==> src/design/alfr_pkg.sv <==
// shared types and constants for the audio link frame receiver
`default_nettype none
package alfr_pkg;

    localparam int WIN_BYTES = 16;
    localparam logic [7:0] SYNC_A = 8'ha5;
    localparam logic [7:0] SYNC_B = 8'h5a;

    localparam logic [15:0] TIMEOUT_RESET  = 16'd100;
    localparam logic [15:0] EXPECTED_RESET = 16'h0601;
    localparam logic [15:0] TIMER_MAX      = 16'hffff;

    localparam logic REQ_BYTE = 1'b0;
    localparam logic REQ_TICK = 1'b1;

    localparam logic CFG_PAYLOAD_TIMEOUT = 1'b0;
    localparam logic CFG_EXPECTED_CMD    = 1'b1;

    typedef struct packed {
        logic       req_type;
        logic [7:0] rx_byte;
    } t_in_item;

    typedef struct packed {
        logic [15:0] frame_command;
        logic [15:0] frame_length;
        logic        payload_cut_short;
        logic        command_matches;
    } t_result;

endpackage
`default_nettype wire

==> src/design/alfr_in_stage.sv <==
// input register with valid/stall handshake
`default_nettype none
module alfr_in_stage (
    input  wire logic                i_clk,
    input  wire logic                i_rst_n,
    input  wire logic                i_valid,
    output logic                     o_stall,
    input  wire alfr_pkg::t_in_item  i_item,
    input  wire logic                i_advance,
    output logic                     o_valid,
    output alfr_pkg::t_in_item       o_item
);
    import alfr_pkg::*;

    logic     r_valid;
    t_in_item r_item;
    logic     w_take;

    // the register frees up whenever its item moves on in the same cycle
    assign o_stall = r_valid && !i_advance;
    assign w_take  = i_valid && !o_stall;

    always_ff @(posedge i_clk) begin
        if (!i_rst_n) begin
            r_valid <= 1'b0;
        end else if (w_take) begin
            r_valid <= 1'b1;
        end else if (i_advance) begin
            r_valid <= 1'b0;
        end
    end

    always_ff @(posedge i_clk) begin
        if (w_take) begin
            r_item <= i_item;
        end
    end

    assign o_valid = r_valid;
    assign o_item  = r_item;

endmodule
`default_nettype wire

==> src/design/alfr_frame_core.sv <==
// header search window, payload skip state and configuration registers
`default_nettype none
module alfr_frame_core (
    input  wire logic                i_clk,
    input  wire logic                i_rst_n,
    input  wire logic                i_cfg_we,
    input  wire logic                i_cfg_index,
    input  wire logic [15:0]         i_cfg_data,
    input  wire logic                i_step,
    input  wire alfr_pkg::t_in_item  i_item,
    output logic                     o_res_valid,
    output alfr_pkg::t_result        o_res
);
    import alfr_pkg::*;

    logic [15:0] r_timeout;
    logic [15:0] r_expected;

    logic [7:0]  r_window [WIN_BYTES];
    logic        r_skipping;
    logic [15:0] r_payload_left;
    logic [15:0] r_skip_timer;
    logic [15:0] r_held_command;
    logic [15:0] r_held_length;

    logic [7:0]  n_window [WIN_BYTES];
    logic        n_skipping;
    logic [15:0] n_payload_left;
    logic [15:0] n_skip_timer;
    logic [15:0] n_held_command;
    logic [15:0] n_held_length;

    logic        w_emit;
    logic        w_cut;
    logic        w_clear;
    logic [15:0] w_timer_inc;
    logic [15:0] w_left_dec;
    logic [15:0] w_cmd;
    logic [15:0] w_len;
    logic        w_sync;

    always_ff @(posedge i_clk) begin
        if (!i_rst_n) begin
            r_timeout  <= TIMEOUT_RESET;
            r_expected <= EXPECTED_RESET;
        end else if (i_cfg_we) begin
            case (i_cfg_index)
                CFG_PAYLOAD_TIMEOUT: r_timeout  <= i_cfg_data;
                CFG_EXPECTED_CMD:    r_expected <= i_cfg_data;
                default:             r_timeout  <= r_timeout;
            endcase
        end
    end

    assign w_timer_inc = (r_skip_timer != TIMER_MAX) ? r_skip_timer + 16'd1 : r_skip_timer;
    assign w_left_dec  = (r_payload_left != 16'd0) ? r_payload_left - 16'd1 : r_payload_left;

    // after the shift, window bytes 0..3 are today's bytes 1..4
    assign w_sync = (r_window[1] == SYNC_A) && (r_window[2] == SYNC_A) &&
                    (r_window[3] == SYNC_B) && (r_window[4] == SYNC_B);
    assign w_cmd  = {r_window[8], r_window[7]};
    assign w_len  = {r_window[10], r_window[9]};

    always_comb begin
        n_skipping     = r_skipping;
        n_payload_left = r_payload_left;
        n_skip_timer   = r_skip_timer;
        n_held_command = r_held_command;
        n_held_length  = r_held_length;
        for (int k = 0; k < WIN_BYTES; k++) begin
            n_window[k] = r_window[k];
        end
        w_emit  = 1'b0;
        w_cut   = 1'b0;
        w_clear = 1'b0;

        if (r_skipping) begin
            if (i_item.req_type == REQ_TICK) begin
                n_skip_timer = w_timer_inc;
                if (w_timer_inc >= r_timeout) begin
                    w_emit = 1'b1;
                    w_cut  = 1'b1;
                end
            end else begin
                n_payload_left = w_left_dec;
                if (w_left_dec == 16'd0) begin
                    w_emit = 1'b1;
                end
            end
        end else if (i_item.req_type == REQ_BYTE) begin
            for (int k = 0; k < WIN_BYTES - 1; k++) begin
                n_window[k] = r_window[k + 1];
            end
            n_window[WIN_BYTES - 1] = i_item.rx_byte;
            if (w_sync) begin
                n_held_command = w_cmd;
                n_held_length  = w_len;
                if (w_len == 16'd0) begin
                    w_emit = 1'b1;
                end else if (r_timeout == 16'd0) begin
                    w_emit = 1'b1;
                    w_cut  = 1'b1;
                end else begin
                    n_skipping     = 1'b1;
                    n_payload_left = w_len;
                    n_skip_timer   = 16'd0;
                end
            end
        end

        // a reported frame leaves a clean window behind
        if (w_emit) begin
            w_clear        = 1'b1;
            n_skipping     = 1'b0;
            n_payload_left = 16'd0;
            n_skip_timer   = 16'd0;
            for (int k = 0; k < WIN_BYTES; k++) begin
                n_window[k] = 8'h00;
            end
        end
    end

    always_ff @(posedge i_clk) begin
        if (!i_rst_n) begin
            r_skipping     <= 1'b0;
            r_payload_left <= 16'd0;
            r_skip_timer   <= 16'd0;
            r_held_command <= 16'd0;
            r_held_length  <= 16'd0;
            for (int k = 0; k < WIN_BYTES; k++) begin
                r_window[k] <= 8'h00;
            end
        end else if (i_step) begin
            r_skipping     <= n_skipping;
            r_payload_left <= n_payload_left;
            r_skip_timer   <= n_skip_timer;
            r_held_command <= n_held_command;
            r_held_length  <= n_held_length;
            for (int k = 0; k < WIN_BYTES; k++) begin
                r_window[k] <= n_window[k];
            end
        end
    end

    assign o_res_valid             = i_step && w_emit && w_clear;
    assign o_res.frame_command     = n_held_command;
    assign o_res.frame_length      = n_held_length;
    assign o_res.payload_cut_short = w_cut;
    assign o_res.command_matches   = (n_held_command == r_expected);

endmodule
`default_nettype wire

==> src/design/alfr_out_stage.sv <==
// result register towards the output channel
`default_nettype none
module alfr_out_stage (
    input  wire logic               i_clk,
    input  wire logic               i_rst_n,
    input  wire logic               i_res_valid,
    input  wire alfr_pkg::t_result  i_res,
    input  wire logic               i_stall,
    output logic                    o_advance,
    output logic                    o_valid,
    output alfr_pkg::t_result       o_res
);
    import alfr_pkg::*;

    logic    r_valid;
    t_result r_res;

    assign o_advance = !r_valid || !i_stall;

    always_ff @(posedge i_clk) begin
        if (!i_rst_n) begin
            r_valid <= 1'b0;
        end else if (o_advance) begin
            r_valid <= i_res_valid;
        end
    end

    always_ff @(posedge i_clk) begin
        if (o_advance && i_res_valid) begin
            r_res <= i_res;
        end
    end

    assign o_valid = r_valid;
    assign o_res   = r_res;

endmodule
`default_nettype wire

==> src/design/audio_link_frame_receiver_core.sv <==
// an accepted item is held in the input register; its result is registered in the output stage
// throughput: one item per cycle while the output is not stalled, set by the single pass through the frame core
// a stalled result holds the pipeline; the input register still takes one item meanwhile
// reset (synchronous, active low): window and skip state cleared, registers to defaults
`default_nettype none
module audio_link_frame_receiver_core (
    input  wire logic        i_clk,
    input  wire logic        i_rst_n,
    input  wire logic        i_in_valid,
    output logic             o_in_stall,
    input  wire logic        i_req_type,
    input  wire logic [7:0]  i_rx_byte,
    output logic             o_out_valid,
    input  wire logic        i_out_stall,
    output logic [15:0]      o_frame_command,
    output logic [15:0]      o_frame_length,
    output logic             o_payload_cut_short,
    output logic             o_command_matches,
    input  wire logic        i_cfg_we,
    input  wire logic        i_cfg_index,
    input  wire logic [15:0] i_cfg_data
);
    import alfr_pkg::*;

    t_in_item w_in_item;
    t_in_item w_s1_item;
    logic     w_s1_valid;
    logic     w_advance;
    logic     w_res_valid;
    t_result  w_res;
    t_result  w_out_res;

    assign w_in_item.req_type = i_req_type;
    assign w_in_item.rx_byte  = i_rx_byte;

    alfr_in_stage u_in (
        .i_clk     (i_clk),
        .i_rst_n   (i_rst_n),
        .i_valid   (i_in_valid),
        .o_stall   (o_in_stall),
        .i_item    (w_in_item),
        .i_advance (w_advance),
        .o_valid   (w_s1_valid),
        .o_item    (w_s1_item)
    );

    alfr_frame_core u_core (
        .i_clk       (i_clk),
        .i_rst_n     (i_rst_n),
        .i_cfg_we    (i_cfg_we),
        .i_cfg_index (i_cfg_index),
        .i_cfg_data  (i_cfg_data),
        .i_step      (w_s1_valid && w_advance),
        .i_item      (w_s1_item),
        .o_res_valid (w_res_valid),
        .o_res       (w_res)
    );

    alfr_out_stage u_out (
        .i_clk       (i_clk),
        .i_rst_n     (i_rst_n),
        .i_res_valid (w_res_valid),
        .i_res       (w_res),
        .i_stall     (i_out_stall),
        .o_advance   (w_advance),
        .o_valid     (o_out_valid),
        .o_res       (w_out_res)
    );

    assign o_frame_command     = w_out_res.frame_command;
    assign o_frame_length      = w_out_res.frame_length;
    assign o_payload_cut_short = w_out_res.payload_cut_short;
    assign o_command_matches   = w_out_res.command_matches;

endmodule
`default_nettype wire

==> config.mk <==
export PLATFORM = sky130hd
export DESIGN_NAME = audio_link_frame_receiver_core
export DESIGN_NICKNAME = d
export VERILOG_FILES = /design/src/design/alfr_pkg.sv /design/src/design/alfr_in_stage.sv /design/src/design/alfr_frame_core.sv /design/src/design/alfr_out_stage.sv /design/src/design/audio_link_frame_receiver_core.sv
export SDC_FILE = /design/constraint.sdc
export NUM_CORES = 1
export LEC_CHECK = 0
export ABC_CLOCK_PERIOD_IN_PS = 11090
export BUFFER_PORTS_ARGS = -buffer_cell sky130_fd_sc_hd__buf_4
export CORE_MARGIN = 2
export CORE_UTILIZATION = 25
export CTS_BUF_LIST = sky130_fd_sc_hd__clkbuf_2 sky130_fd_sc_hd__clkbuf_4 sky130_fd_sc_hd__clkbuf_8
export CTS_CLUSTER_DIAMETER = 150
export DETAILED_ROUTE_END_ITERATION = 8
export PLACE_DENSITY = 0.49
export SYNTH_ARGS = -nofsm -noshare
export SYNTH_HDL_FRONTEND = slang
export SYNTH_SLANG_ARGS = --single-unit
==> constraint.sdc <==
create_clock -name i_clk -period 11.09 [get_ports i_clk]
set_input_delay 2.218 -clock i_clk [delete_from_list [all_inputs] [get_ports i_clk]]
set_output_delay 2.218 -clock i_clk [all_outputs]
set_load 0.01 [all_outputs]
==> results.ini <==
[hold_path]
whs_endpoint=u_core.r_expected[14]
hold_path_class=reg2reg
holdPathStages=2
holdCritStartpoint=u_core.r_expected[14]

[synthesis]
synth-seq-cells=262
synth_top_area_share=0.417
synth_cell_types=64
synth_edf_count=163
async_flop_share=0
yosys_warnings=0
syn_area_um2=11700
ys_top_cells_by_area=edfxtp_1, dfxtp_1, nand2_1
avgSynthCellArea_um2=10.4
seq_area_frac_synth=0.586
synth_ff_type=edfxtp_1
synth_cells=1123
synthesis.nets=1172
synth_area_leader_cell=edfxtp_1

[detailed_routing]
postRouteAntennaNets=0
wire_per_inst_um=16.5
drc=0
wirelength_um=30100
vias=8435
vias_per_cell=4.61
drtIter0Drc=591
firstDrtPassIters=5

[die]
dieArea_um2=48700
core_area_um2=46500
io_pins=67
core.rowCount=79
start_util=0.253
die_w_um=221
die_h_um=221

[timing]
slew_headroom=0.216
finalCriticalPeriod_ns=5.10
holdWs_ns=0.470
fmax_mhz=196
hold_viol_final=0
skew_ns=0.0351
setup_viol=0
fin_tns_setup_ns=0
tightest_slew_ns=1.17
fin_crit_sh=0.460
grt_setup_unrepaired=no
setup_slack_ns=5.99
slew_violations=0

[clock_network]
cts.reportedPaths.clkPinSlew_ns=0.06
cts.sinks=262
cts.htree.levels=2
cts_made_buffers=46
post_cts_buffers=0
clk_path_buf_depth=3
cts-resized-gates=0
ctsHoldBuffers=0
cts_tree=done
clkLatencyLatePin_ns=0.58
cts_root_buf=clkbuf_8

[layout]
area_growth_pct=16.6
antenna_cells=0
multi_input_area_um2=4400
regArea_um2=6880
drive_above_1_share=0.144
fillers=4842
nNetsFinal=1235
mostFrequentLayoutCells=nand2_1, edfxtp_1, dfxtp_1, nor2_1, buf_4
final_common_cell=nand2_1
fin_cells=1829

[worst_setup_path]
cp_data_arrival_time_ns=5.52
start_kind=flop
reg2reg_from=u_core.r_skip_timer[0]
path_cells=ha_1 -> nand2_1 -> nor4_1 -> nand2_1 -> nand2b_1 -> nor3_1 -> or2_2 -> ha_1 -> a22o_1 -> o41ai_1 -> a211oi_1 -> nor2_1 -> o2111a_2 -> buf_4 -> and3_1
worst-path-max-fanout=120
slowest_delay_ns=0.73
endpoint_kind=flop
cp.required_ns=11.51
crit_slowest_cell=buf_4
reg2regPathDepth=15
rr_endpoint=u_core.r_window[6][6]
crit_type=reg2reg
r2r_slack_ns=5.99

[power]
p_per_area_nw_per_um2=154
pwr-share-seq=0.530
power.internal_mw=1.60
p_sw_uw=500
pwr-share-clk=0.416
pwr-share-comb=0.054
finalPower_mw=2.10
p_leak_nw=5.45
netSwitchingFraction=0.238
ir_drop_uv=69.4

[placed_design]
place_inst=1745
detailed_place_hpwl_um=19300
numPortBuffers=66
gp_congestion=0.840
place_ws_ns=6.06

[run_status]
status=completed

[global_routing]
antenna_found_initial=0
first_global_vias=8344
track_usage=0.123
grt_pass1_wl_um=47000
grt.overflow.total=0
grt_max_degree=121

[job]
cap_violations=0

## worst max path at each step
stage / start / end / slack, ns / cells after the start
3_5_place_dp: u_core.r_skip_timer[0] / u_core.r_window[6][6] / 6.06 / 15
2_1_floorplan: u_core.r_skip_timer[0] / u_core.r_window[1][0] / 2.20 / 16
3_3_place_gp: i_out_stall / o_in_stall / 6.20 / 3
6_report: u_core.r_skip_timer[0] / u_core.r_window[6][6] / 5.99 / 15
5_1_grt: u_core.r_skip_timer[0] / u_core.r_window[1][6] / 5.43 / 15
4_1_cts: u_core.r_skip_timer[0] / u_core.r_window[1][4] / 6.02 / 15
## metrics by stage
| step | utilization | cell area [um2] |
|---|---|---|
| finish | 0.295 | 13700 |
| global route | 0.295 | 13700 |
| CTS | 0.295 | 13700 |
| detailed placement | 0.275 | 12800 |
| global placement | 0.275 | 12800 |
| floorplan | - | 11700 |
## routing by layer
layer	track usage	vias to the layer above	routed length, um
met5	0	-	0
met4	0.0418	0	699
met3	0.0212	45	1090
met2	0.201	160	14300
met1	0.165	4093	14000
li1	-	4137	-
## critical path, delay by kind of cell (launching register included)
family / cells / cell delay [ns]
flops: 1 / 0.41
compound gates: 4 / 0.98
fa+ha+maj: 2 / 0.50
simple gates: 8 / 2.27
buf+inv: 1 / 0.73
## power by group through the flow
stage,Clock (mW),Combinational [mW],Sequential (mW)
floorplan,0,0.0812,1.12
global placement,0,0.113,1.13
detailed placement,0,0.115,1.13
CTS,0.909,0.116,1.11
global route,0.950,0.129,1.12
finish,0.873,0.114,1.11
## synthesized netlist by cell type, types with 3 or more instances
| master | count |
|---|---|
| o21a_1 | 3 |
| edfxtp_1 | 163 |
| o2111ai_1 | 4 |
| xor2_1 | 16 |
| o211ai_1 | 9 |
| nor2_1 | 87 |
| nor4_1 | 14 |
| buf_6 | 12 |
| and3_1 | 77 |
| mux2_2 | 3 |
| o21ai_0 | 37 |
| buf_1 | 4 |
| nand4_1 | 15 |
| and2_1 | 53 |
| nand2_1 | 188 |
| or2_2 | 3 |
| nor3b_1 | 3 |
| a22o_1 | 6 |
| o31ai_1 | 3 |
| nor2b_1 | 7 |
| nor3_1 | 36 |
| a31oi_1 | 12 |
| ha_1 | 18 |
| mux2i_1 | 13 |
| nand2b_1 | 10 |
| or4_1 | 4 |
| nor4bb_1 | 9 |
| or3_1 | 4 |
| inv_1 | 42 |
| nor4_2 | 4 |
| a21oi_1 | 46 |
| o22ai_1 | 6 |
| xnor2_1 | 12 |
| dfxtp_1 | 99 |
| a211oi_1 | 11 |
| clkbuf_1 | 44 |
| nand3_1 | 10 |
## flip-flops by register name (all words and copies together) (netlist names), 16 cells and up
signal and cells:
u_core.r_payload_left 16, u_core.r_skip_timer 16, u_core.r_held_length 16, u_core.r_timeout 16, u_core.r_expected 16, u_core.r_held_command 16, u_out.o_res 34, u_core.r_window 120
## cell families (layout without fill, tap and decap cells)
| kind of cell | count (synthesis) | count (layout) | synth area share |
|---|---|---|---|
| adders and majority gates | 18 | 18 | 0.0192 |
| and+or+nand+nor | 535 | 535 | 0.232 |
| muxes | 16 | 16 | 0.0140 |
| AOI/OAI and AO/OA | 158 | 158 | 0.0859 |
| xor gates and xnor gates | 28 | 28 | 0.0209 |
| DFF | 262 | 262 | 0.586 |
| buffers and inverters | 106 | 205 | 0.0419 |
## final cells by class
type	instances	share of cell area
Clock buffer	61	0.0559
Timing Repair Buffer	78	0.0428
Inverter	43	0.0118
Clock inverter	23	0.00987
Multi-Input combinational cell	755	0.322
Sequential cell	262	0.502
Tap cell	607	0.0555
Note: power is estimated with default switching activity, not from simulation.
